==> config.mk <==
export PLATFORM = sky130hd
export DESIGN_NAME = trigger_time_window_cluster
export DESIGN_NICKNAME = d
export VERILOG_FILES = /design/src/rtl/ttwc_pkg.sv /design/src/rtl/ttwc_ctrl.sv /design/src/rtl/ttwc_datapath.sv /design/src/rtl/trigger_time_window_cluster.sv
export SDC_FILE = /design/constraint.sdc
export NUM_CORES = 2
export LEC_CHECK = 0
export ABC_CLOCK_PERIOD_IN_PS = 12800
export BUFFER_PORTS_ARGS = -buffer_cell sky130_fd_sc_hd__buf_2
export CAP_MARGIN = 0
export CELL_PAD_IN_SITES_DETAIL_PLACEMENT = 1
export CELL_PAD_IN_SITES_GLOBAL_PLACEMENT = 2
export CORE_MARGIN = 5
export CORE_UTILIZATION = 35
export DETAILED_ROUTE_END_ITERATION = 8
export MAX_ROUTING_LAYER = met4
export PLACE_DENSITY_LB_ADDON = 0.12
export SLEW_MARGIN = 30
export SYNTH_ARGS = -nofsm -noshare
export SYNTH_HDL_FRONTEND = slang
export SYNTH_HIERARCHICAL = 1
export SYNTH_SLANG_ARGS = --single-unit
==> constraint.sdc <==
create_clock -name clk -period 12.8 [get_ports clk]
set_input_delay 1.28 -clock clk [delete_from_list [all_inputs] [get_ports clk]]
set_output_delay 1.28 -clock clk [all_outputs]
set_load 0.03 [all_outputs]
==> src/rtl/ttwc_pkg.sv <==
// Shared types and constants for the trigger time-window clustering block.
// Used by ttwc_ctrl, ttwc_datapath and trigger_time_window_cluster.
package ttwc_pkg;

  localparam int TIME_W   = 61;
  localparam int STAT_W   = 32;
  localparam int TAG_W    = 32;
  localparam int WINDOW_W = 40;
  localparam int MODE_W   = 2;
  localparam int CFG_IDX_W  = 1;
  localparam int CFG_DATA_W = 40;
  localparam int SQ_W     = 2 * STAT_W;
  localparam int ACC_W    = SQ_W + STAT_W;
  localparam int STEP_W   = 3;

  localparam logic [CFG_IDX_W-1:0] REG_WINDOW = 1'b0;
  localparam logic [CFG_IDX_W-1:0] REG_MODE   = 1'b1;

  localparam logic [WINDOW_W-1:0] WINDOW_RESET = 40'd10000000;

  localparam logic [MODE_W-1:0] MODE_SNR_CHISQ = 2'd0;
  localparam logic [MODE_W-1:0] MODE_RATIO     = 2'd1;
  localparam logic [MODE_W-1:0] MODE_SNR       = 2'd2;

  // Schedule of the shared 32x32 multiplier for the ratio comparison.
  localparam logic [STEP_W-1:0] STEP_SQ_NEW  = 3'd0;
  localparam logic [STEP_W-1:0] STEP_SQ_HELD = 3'd1;
  localparam logic [STEP_W-1:0] STEP_NEW_LO  = 3'd2;
  localparam logic [STEP_W-1:0] STEP_NEW_HI  = 3'd3;
  localparam logic [STEP_W-1:0] STEP_HELD_LO = 3'd4;
  localparam logic [STEP_W-1:0] STEP_HELD_HI = 3'd5;
  localparam logic [STEP_W-1:0] STEP_ACC     = 3'd6;
  localparam logic [STEP_W-1:0] STEP_CMP     = 3'd7;

  typedef enum logic [2:0] {
    S_IDLE,
    S_CMP,
    S_MUL,
    S_EMIT_OLD,
    S_LOAD,
    S_FLUSH
  } ctrl_state_t;

  typedef struct packed {
    logic              cap_in;
    logic              cmp_en;
    logic              mul_en;
    logic [STEP_W-1:0] mul_step;
    logic              emit_old;
    logic              load_held;
    logic              flush;
  } dp_cmd_t;

  typedef struct packed {
    logic held_valid;
    logic joins;
    logic mode_ratio;
    logic in_end;
    logic out_free;
  } dp_sts_t;

endpackage

==> src/rtl/ttwc_ctrl.sv <==
// Controller state machine of the clustering block.
// Depends on ttwc_pkg; drives the datapath commands and the input stall.
module ttwc_ctrl import ttwc_pkg::*; (
  input  logic    clk,
  input  logic    rst_n,
  input  logic    in_valid,
  output logic    in_stall,
  input  dp_sts_t sts,
  output dp_cmd_t cmd
);

  ctrl_state_t       state_r, state_nxt;
  logic [STEP_W-1:0] step_r, step_nxt;

  always_ff @(posedge clk) begin
    if (!rst_n) begin
      state_r <= S_IDLE;
      step_r  <= '0;
    end else begin
      state_r <= state_nxt;
      step_r  <= step_nxt;
    end
  end

  always_comb begin
    state_nxt = state_r;
    step_nxt  = step_r;
    case (state_r)
      S_IDLE: begin
        step_nxt = '0;
        if (in_valid) state_nxt = S_CMP;
      end
      S_CMP: begin
        if (sts.joins && sts.mode_ratio) state_nxt = S_MUL;
        else if (sts.held_valid && !sts.joins) state_nxt = S_EMIT_OLD;
        else state_nxt = S_LOAD;
      end
      S_MUL: begin
        step_nxt = step_r + 1'b1;
        if (step_r == STEP_CMP) state_nxt = S_LOAD;
      end
      S_EMIT_OLD: begin
        if (sts.out_free) state_nxt = S_LOAD;
      end
      S_LOAD: begin
        state_nxt = sts.in_end ? S_FLUSH : S_IDLE;
      end
      S_FLUSH: begin
        if (sts.out_free) state_nxt = S_IDLE;
      end
      default: state_nxt = S_IDLE;
    endcase
  end

  always_comb begin
    cmd          = '0;
    cmd.mul_step = step_r;
    in_stall     = 1'b1;
    case (state_r)
      S_IDLE: begin
        in_stall   = 1'b0;
        cmd.cap_in = in_valid;
      end
      S_CMP:      cmd.cmp_en    = 1'b1;
      S_MUL:      cmd.mul_en    = 1'b1;
      S_EMIT_OLD: cmd.emit_old  = sts.out_free;
      S_LOAD:     cmd.load_held = 1'b1;
      S_FLUSH:    cmd.flush     = sts.out_free;
      default:    cmd           = '0;
    endcase
  end

endmodule

==> src/rtl/ttwc_datapath.sv <==
// Datapath of the clustering block: configuration, captured trigger, held
// representative, shared multiplier for the ratio test and output register.
// Depends on ttwc_pkg.
module ttwc_datapath import ttwc_pkg::*; (
  input  logic                  clk,
  input  logic                  rst_n,
  input  logic                  cfg_wr_en,
  input  logic [CFG_IDX_W-1:0]  cfg_index,
  input  logic [CFG_DATA_W-1:0] cfg_wr_data,
  input  logic [TIME_W-1:0]     in_end_time_ns,
  input  logic [STAT_W-1:0]     in_snr_value,
  input  logic [STAT_W-1:0]     in_chisq_value,
  input  logic [TAG_W-1:0]      in_trigger_tag,
  input  logic                  in_stream_end,
  input  dp_cmd_t               cmd,
  output dp_sts_t               sts,
  output logic                  out_valid,
  input  logic                  out_stall,
  output logic [TIME_W-1:0]     out_end_time_ns,
  output logic [STAT_W-1:0]     out_snr,
  output logic [STAT_W-1:0]     out_chisq,
  output logic [TAG_W-1:0]      out_tag,
  output logic                  out_run_last
);

  logic [WINDOW_W-1:0] window_r;
  logic [MODE_W-1:0]   mode_r;

  logic [TIME_W-1:0] in_time_r;
  logic [STAT_W-1:0] in_snr_r;
  logic [STAT_W-1:0] in_chisq_r;
  logic [TAG_W-1:0]  in_tag_r;
  logic              in_end_r;

  logic              held_valid_r;
  logic [TIME_W-1:0] held_time_r;
  logic [STAT_W-1:0] held_snr_r;
  logic [STAT_W-1:0] held_chisq_r;
  logic [TAG_W-1:0]  held_tag_r;

  logic              join_r;
  logic              better_r;
  logic [SQ_W-1:0]   prod_r;
  logic [SQ_W-1:0]   sqn_r;
  logic [SQ_W-1:0]   sqh_r;
  logic [ACC_W-1:0]  accn_r;
  logic [ACC_W-1:0]  acch_r;

  logic              out_valid_r;
  logic [TIME_W-1:0] out_time_r;
  logic [STAT_W-1:0] out_snr_r;
  logic [STAT_W-1:0] out_chisq_r;
  logic [TAG_W-1:0]  out_tag_r;
  logic              out_last_r;

  logic [TIME_W-1:0] diff_w;
  logic              joins_w;
  logic              simple_better_w;
  logic [STAT_W-1:0] mul_a;
  logic [STAT_W-1:0] mul_b;
  logic              out_free_w;
  logic              take_w;

  // A time earlier than the held one counts as inside the window.
  assign diff_w  = in_time_r - held_time_r;
  assign joins_w = held_valid_r &&
                   ((in_time_r < held_time_r) ||
                    (diff_w < {{(TIME_W-WINDOW_W){1'b0}}, window_r}));

  always_comb begin
    case (mode_r)
      MODE_SNR_CHISQ: simple_better_w = (in_snr_r > held_snr_r) && (in_chisq_r < held_chisq_r);
      MODE_SNR:       simple_better_w = in_snr_r > held_snr_r;
      default:        simple_better_w = 1'b0;
    endcase
  end

  always_comb begin
    case (cmd.mul_step)
      STEP_SQ_NEW: begin
        mul_a = in_snr_r;
        mul_b = in_snr_r;
      end
      STEP_SQ_HELD: begin
        mul_a = held_snr_r;
        mul_b = held_snr_r;
      end
      STEP_NEW_LO: begin
        mul_a = sqn_r[STAT_W-1:0];
        mul_b = held_chisq_r;
      end
      STEP_NEW_HI: begin
        mul_a = sqn_r[SQ_W-1:STAT_W];
        mul_b = held_chisq_r;
      end
      STEP_HELD_LO: begin
        mul_a = sqh_r[STAT_W-1:0];
        mul_b = in_chisq_r;
      end
      STEP_HELD_HI: begin
        mul_a = sqh_r[SQ_W-1:STAT_W];
        mul_b = in_chisq_r;
      end
      default: begin
        mul_a = '0;
        mul_b = '0;
      end
    endcase
  end

  assign out_free_w = !out_valid_r || !out_stall;
  assign take_w     = !join_r || better_r;

  always_ff @(posedge clk) begin
    if (!rst_n) begin
      window_r <= WINDOW_RESET;
      mode_r   <= MODE_SNR_CHISQ;
    end else if (cfg_wr_en) begin
      case (cfg_index)
        REG_WINDOW: window_r <= cfg_wr_data[WINDOW_W-1:0];
        REG_MODE:   mode_r   <= cfg_wr_data[MODE_W-1:0];
        default:    ;
      endcase
    end
  end

  always_ff @(posedge clk) begin
    if (cmd.cap_in) begin
      in_time_r  <= in_end_time_ns;
      in_snr_r   <= in_snr_value;
      in_chisq_r <= in_chisq_value;
      in_tag_r   <= in_trigger_tag;
      in_end_r   <= in_stream_end;
    end
  end

  always_ff @(posedge clk) begin
    if (cmd.cmp_en) begin
      join_r   <= joins_w;
      better_r <= simple_better_w;
    end
    // The product of each step lands in prod_r and is consumed a step later.
    if (cmd.mul_en) begin
      prod_r <= SQ_W'(mul_a * mul_b);
      case (cmd.mul_step)
        STEP_SQ_HELD: sqn_r <= prod_r;
        STEP_NEW_LO:  sqh_r <= prod_r;
        STEP_NEW_HI:  accn_r <= {{STAT_W{1'b0}}, prod_r};
        STEP_HELD_LO: accn_r[ACC_W-1:STAT_W] <= accn_r[ACC_W-1:STAT_W] + prod_r;
        STEP_HELD_HI: acch_r <= {{STAT_W{1'b0}}, prod_r};
        STEP_ACC:     acch_r[ACC_W-1:STAT_W] <= acch_r[ACC_W-1:STAT_W] + prod_r;
        STEP_CMP:     better_r <= accn_r > acch_r;
        default:      ;
      endcase
    end
  end

  always_ff @(posedge clk) begin
    if (!rst_n) begin
      held_valid_r <= 1'b0;
    end else if (cmd.flush) begin
      held_valid_r <= 1'b0;
    end else if (cmd.load_held) begin
      held_valid_r <= 1'b1;
    end
  end

  always_ff @(posedge clk) begin
    if (cmd.load_held && take_w) begin
      held_time_r  <= in_time_r;
      held_snr_r   <= in_snr_r;
      held_chisq_r <= in_chisq_r;
      held_tag_r   <= in_tag_r;
    end
  end

  always_ff @(posedge clk) begin
    if (!rst_n) begin
      out_valid_r <= 1'b0;
    end else if (cmd.emit_old || cmd.flush) begin
      out_valid_r <= 1'b1;
    end else if (!out_stall) begin
      out_valid_r <= 1'b0;
    end
  end

  always_ff @(posedge clk) begin
    if (cmd.emit_old || cmd.flush) begin
      out_time_r  <= held_time_r;
      out_snr_r   <= held_snr_r;
      out_chisq_r <= held_chisq_r;
      out_tag_r   <= held_tag_r;
      out_last_r  <= cmd.flush || !in_end_r;
    end
  end

  always_comb begin
    sts.held_valid = held_valid_r;
    sts.joins      = joins_w;
    sts.mode_ratio = (mode_r == MODE_RATIO);
    sts.in_end     = in_end_r;
    sts.out_free   = out_free_w;
  end

  assign out_valid       = out_valid_r;
  assign out_end_time_ns = out_time_r;
  assign out_snr         = out_snr_r;
  assign out_chisq       = out_chisq_r;
  assign out_tag         = out_tag_r;
  assign out_run_last    = out_last_r;

endmodule

==> src/rtl/trigger_time_window_cluster.sv <==
// Trigger clustering over a time window: top level joining ttwc_ctrl and
// ttwc_datapath. Depends on ttwc_pkg.
// An item passes accept, window compare and held update; a joining trigger ranked in the
// ratio mode adds eight multiplier steps, and an emit or flush adds a state that waits for a free output.
// An old representative is emitted after the window compare, a flushed one after the held update.
// Synchronous active-low reset empties the cluster, output and control and restores config.
module trigger_time_window_cluster import ttwc_pkg::*; (
  input  logic                  clk,
  input  logic                  rst_n,
  input  logic                  cfg_wr_en,
  input  logic [CFG_IDX_W-1:0]  cfg_index,
  input  logic [CFG_DATA_W-1:0] cfg_wr_data,
  input  logic                  in_valid,
  output logic                  in_stall,
  input  logic [TIME_W-1:0]     in_end_time_ns,
  input  logic [STAT_W-1:0]     in_snr_value,
  input  logic [STAT_W-1:0]     in_chisq_value,
  input  logic [TAG_W-1:0]      in_trigger_tag,
  input  logic                  in_stream_end,
  output logic                  out_valid,
  input  logic                  out_stall,
  output logic [TIME_W-1:0]     out_end_time_ns,
  output logic [STAT_W-1:0]     out_snr,
  output logic [STAT_W-1:0]     out_chisq,
  output logic [TAG_W-1:0]      out_tag,
  output logic                  out_run_last
);

  dp_cmd_t cmd;
  dp_sts_t sts;

  ttwc_ctrl u_ctrl (
    .clk      (clk),
    .rst_n    (rst_n),
    .in_valid (in_valid),
    .in_stall (in_stall),
    .sts      (sts),
    .cmd      (cmd)
  );

  ttwc_datapath u_dp (
    .clk             (clk),
    .rst_n           (rst_n),
    .cfg_wr_en       (cfg_wr_en),
    .cfg_index       (cfg_index),
    .cfg_wr_data     (cfg_wr_data),
    .in_end_time_ns  (in_end_time_ns),
    .in_snr_value    (in_snr_value),
    .in_chisq_value  (in_chisq_value),
    .in_trigger_tag  (in_trigger_tag),
    .in_stream_end   (in_stream_end),
    .cmd             (cmd),
    .sts             (sts),
    .out_valid       (out_valid),
    .out_stall       (out_stall),
    .out_end_time_ns (out_end_time_ns),
    .out_snr         (out_snr),
    .out_chisq       (out_chisq),
    .out_tag         (out_tag),
    .out_run_last    (out_run_last)
  );

  // A result is only loaded when the output register is free.
  a_emit_free: assert property (@(posedge clk) disable iff (!rst_n)
    (cmd.emit_old || cmd.flush) |-> sts.out_free)
    else $error("result loaded over a pending transaction");

  // After a flush nothing is held.
  a_flush_clears: assert property (@(posedge clk) disable iff (!rst_n)
    cmd.flush |=> !sts.held_valid)
    else $error("held trigger survived a flush");

  // While a transaction can be taken, no item is still being worked on.
  a_idle_quiet: assert property (@(posedge clk) disable iff (!rst_n)
    !in_stall |-> !(cmd.load_held || cmd.emit_old || cmd.flush || cmd.mul_en))
    else $error("input open while an item is in progress");

  // The multiplier runs only for the ratio mode on a joining trigger; the check asks for ratio mode and a held trigger.
  a_mul_ratio: assert property (@(posedge clk) disable iff (!rst_n)
    cmd.mul_en |-> (sts.mode_ratio && sts.held_valid))
    else $error("multiplier started outside the ratio comparison");

endmodule

==> flow_summary.ini <==
[sta]
fin_skew_ns = 0.0715
grt_setup_unrepaired = no
worst_pin_slew_ns = 1.09
slew_viol_final = 0
fmax_mhz = 86.2
hold_violations = 0
hold_ws_ns = 0.418
setup_viol = 0
max_slew_margin = 0.276
period_minus_slack_ns = 11.61
period_share = 0.907
tns_ns = 0

[die]
row_count = 174
top_level_ports = 364
dieArea_um2 = 234000
die_height_um = 484
coreArea_um2 = 224000
initial_core_util = 0.351
die_x_um = 484

[run]
cap_violations = 0

[synthesis]
synth_seq_cells = 909
synth_edf_count = 858
ys_warn_count = 6
syn_inst = 7642
synth_area_leader_cell = edfxtp_1
synthTopCellsByArea = edfxtp_1 (33%), fa_1 (23%), ha_1 (10%)
yosysUniqueCellTypes = 97
syn-cell-area_um2 = 78600
syn-num-nets = 9395
synth_top_area_frac = 0.328
synth_flop_cell = edfxtp_1
synth-async-reset-ratio = 0
synth_area_per_cell_um2 = 10.3
ys_seq_area_frac = 0.341

[final_layout]
syn2layout_area_growth_pct = 12.4
multi_input_area_um2 = 46200
layout.nets = 9729
fillers = 25000
regArea_um2 = 26800
layout-drive-gt1-share = 0.0995

[global_routing]
antenna_found_initial = 21
grt_start_max_net_pins = 102
grtUsageTotal = 0.274
grt_pass1_vias = 63400
grt_overflow_total = 0
grt_first_pass_wirelength_mm = 457

[drt]
viasPerCell = 5.32
dr_wl_met3_mm = 17.0
wl_met2_mm = 143
drtIter0Drc = 4728
top_layer_used = met4
wl_per_cell_um = 28.4
drcViolationCount = 0
dr.pass1.iters = 6
routed_wl_mm = 314
wl_met1_mm = 143
vias = 58900
postRouteAntennaNets = 0

[cts]
cts.path.max_buffers = 3
cts_root_buffer = clkbuf_16
htree_levels = 3
cts.repair.resized = 0
insertion_delay_ns = 0.79
numCtsBuffers = 105
cts_tree = yes
cts_setup_buffers = 0
clkTransAtPathRegs_ns = 0.06
clock-sinks = 909
cts_hold_buf = 0

[min_path]
hp-class = flip-flop to flip-flop

[worst_setup_path]
critPathArrivalTime_ns = 12.08
startpoint_type = flip-flop
end_kind = flip-flop
rrSetupSlack_ns = 1.19
cp.required_ns = 13.27
cp_max_fo = 18
slowest_stage = and2_0
cpMostUsedCell = fa_1
cpPeakStageDelay_ns = 0.75
crit_type = flip-flop to flip-flop

[placed_design]
place.gp.congestion = 0.958
port_buffers = 363
hpwl_mm = 254

[run_status]
status = complete, no violations
[worst max-delay path, delay by kind of cell, from the launching register on]
kind | cells | cell delay, ns
AOI/OAI and AO/OA | 9 | 3.09
adders and majority gates | 9 | 4.23
DFF | 1 | 0.58
xor gates and xnor gates | 1 | 0.13
buffers and inverters | 6 | 0.99
and+or+nand+nor | 8 | 2.23
[final cells by class]
cell class	count	area share
diodes	5	0.000142
repair buffers	558	0.0377
inverters	1268	0.0540
clock buffers	138	0.0317
flip-flops and latches	909	0.303
clock inverters	57	0.00739
well taps	2992	0.0424
multi-input cells	5134	0.524
[flip-flops by register name, summed over array words and instances (netlist names), 2 cells and up]
name,count
u_dp/mode_r,2
u_dp/accn_r,96
u_dp/in_snr_r,32
u_dp/out_snr,32
u_dp/out_chisq,32
u_dp/sqn_r,64
u_dp/out_end_time_ns,61
u_dp/out_tag,32
u_ctrl/state_r,3
u_dp/in_tag_r,32
u_dp/sqh_r,64
u_dp/held_snr_r,32
u_dp/held_tag_r,32
u_dp/held_chisq_r,32
u_ctrl/step_r,3
u_dp/acch_r,96
u_dp/held_time_r,61
u_dp/prod_r,64
u_dp/window_r,40
u_dp/in_time_r,61
u_dp/in_chisq_r,32
[routing by layer]
layer	GRT usage	vias to the layer above
met4	0.0789	0
met5	-	-
met2	0.424	1547
met1	0.378	30900
li1	-	26100
met3	0.0360	353
[cell usage after synthesis, drive strengths merged, types with 49 or more instances]
master / count
a221oi: 74
and2: 58
dfxtp: 51
xor2: 87
inv: 1268
xnor2: 124
nor3: 49
nor2: 744
a21oi: 331
fa: 899
edfxtp: 858
nand4: 88
clkbuf: 295
nand2: 854
nand2b: 54
nand3: 61
ha: 650
a21o: 205
o21ai: 235
[per-stage QoR]
step / std cells / setup slack (ns) / util / instance area (um2)
2_1_floorplan: 7642 / 3.22 / - / 78600
3_3_place_gp: 10900 / 1.70 / 0.378 / 84800
3_5_place_dp: 10900 / 1.55 / 0.378 / 84800
4_1_cts: 11100 / 1.44 / 0.394 / 88300
5_1_grt: 11100 / 0.953 / 0.394 / 88300
6_report: 11100 / 1.19 / 0.394 / 88300
[logic make-up after synthesis]
| group | count (synthesis) | share of synthesized area |
|---|---|---|
| simple gates | 2063 | 0.113 |
| compound gates | 1302 | 0.112 |
| mux | 9 | 0.00119 |
| buf+inv | 1599 | 0.0770 |
| xor+xnor | 211 | 0.0235 |
| flops | 909 | 0.341 |
| fa+ha+maj | 1549 | 0.332 |
[worst paths after layout]
| kind | startpoint | endpoint | depth (start not counted) |
|---|---|---|---|
| setup / recovery | u_ctrl/state_r[2] | u_dp/prod_r[57] | 33 |
| hold / removal | u_dp/held_tag_r[25] | u_dp/out_tag[25] | 0 |
| setup reg to reg | u_ctrl/state_r[2] | u_dp/prod_r[57] | 33 |
| hold reg to reg | u_dp/held_tag_r[25] | u_dp/out_tag[25] | 0 |
[cells in the final DEF, fill, tap and decap left out, types with 15 or more instances in the layout]
cell | synthesis | layout
a21oi_1 | 331 | 331
nand2_1 | 854 | 853
a221oi_1 | 73 | 46
nand3_1 | 61 | 61
ha_1 | 650 | 650
and4_1 | 17 | 17
a22o_1 | 33 | 33
a21o_1 | 205 | 205
o21ai_0 | 225 | 225
a21boi_0 | 41 | 40
o31ai_1 | 16 | 16
o21a_1 | 46 | 45
a211oi_1 | 37 | 37
a31oi_1 | 31 | 31
clkinv_1 | 0 | 19
and3_1 | 36 | 34
a22oi_1 | 34 | 34
a221o_1 | 35 | 33
nand4_1 | 88 | 88
nor2b_1 | 38 | 33
xnor2_1 | 124 | 124
nand2b_1 | 54 | 52
or3_1 | 15 | 15
a221oi_4 | 0 | 17
o21bai_1 | 45 | 45
clkbuf_1 | 291 | 28
edfxtp_1 | 858 | 858
nor3_1 | 47 | 46
buf_2 | 13 | 363
inv_1 | 1268 | 1267
o211ai_1 | 39 | 39
and2_1 | 55 | 50
nor2_1 | 744 | 742
buf_4 | 4 | 191
xor2_1 | 87 | 87
fa_1 | 899 | 899
clkbuf_16 | 0 | 105
dfxtp_1 | 51 | 51
Power is left out: the tool's default activity adds up to more than one toggle a clock period on the data nets, which glitch-free logic cannot reach.
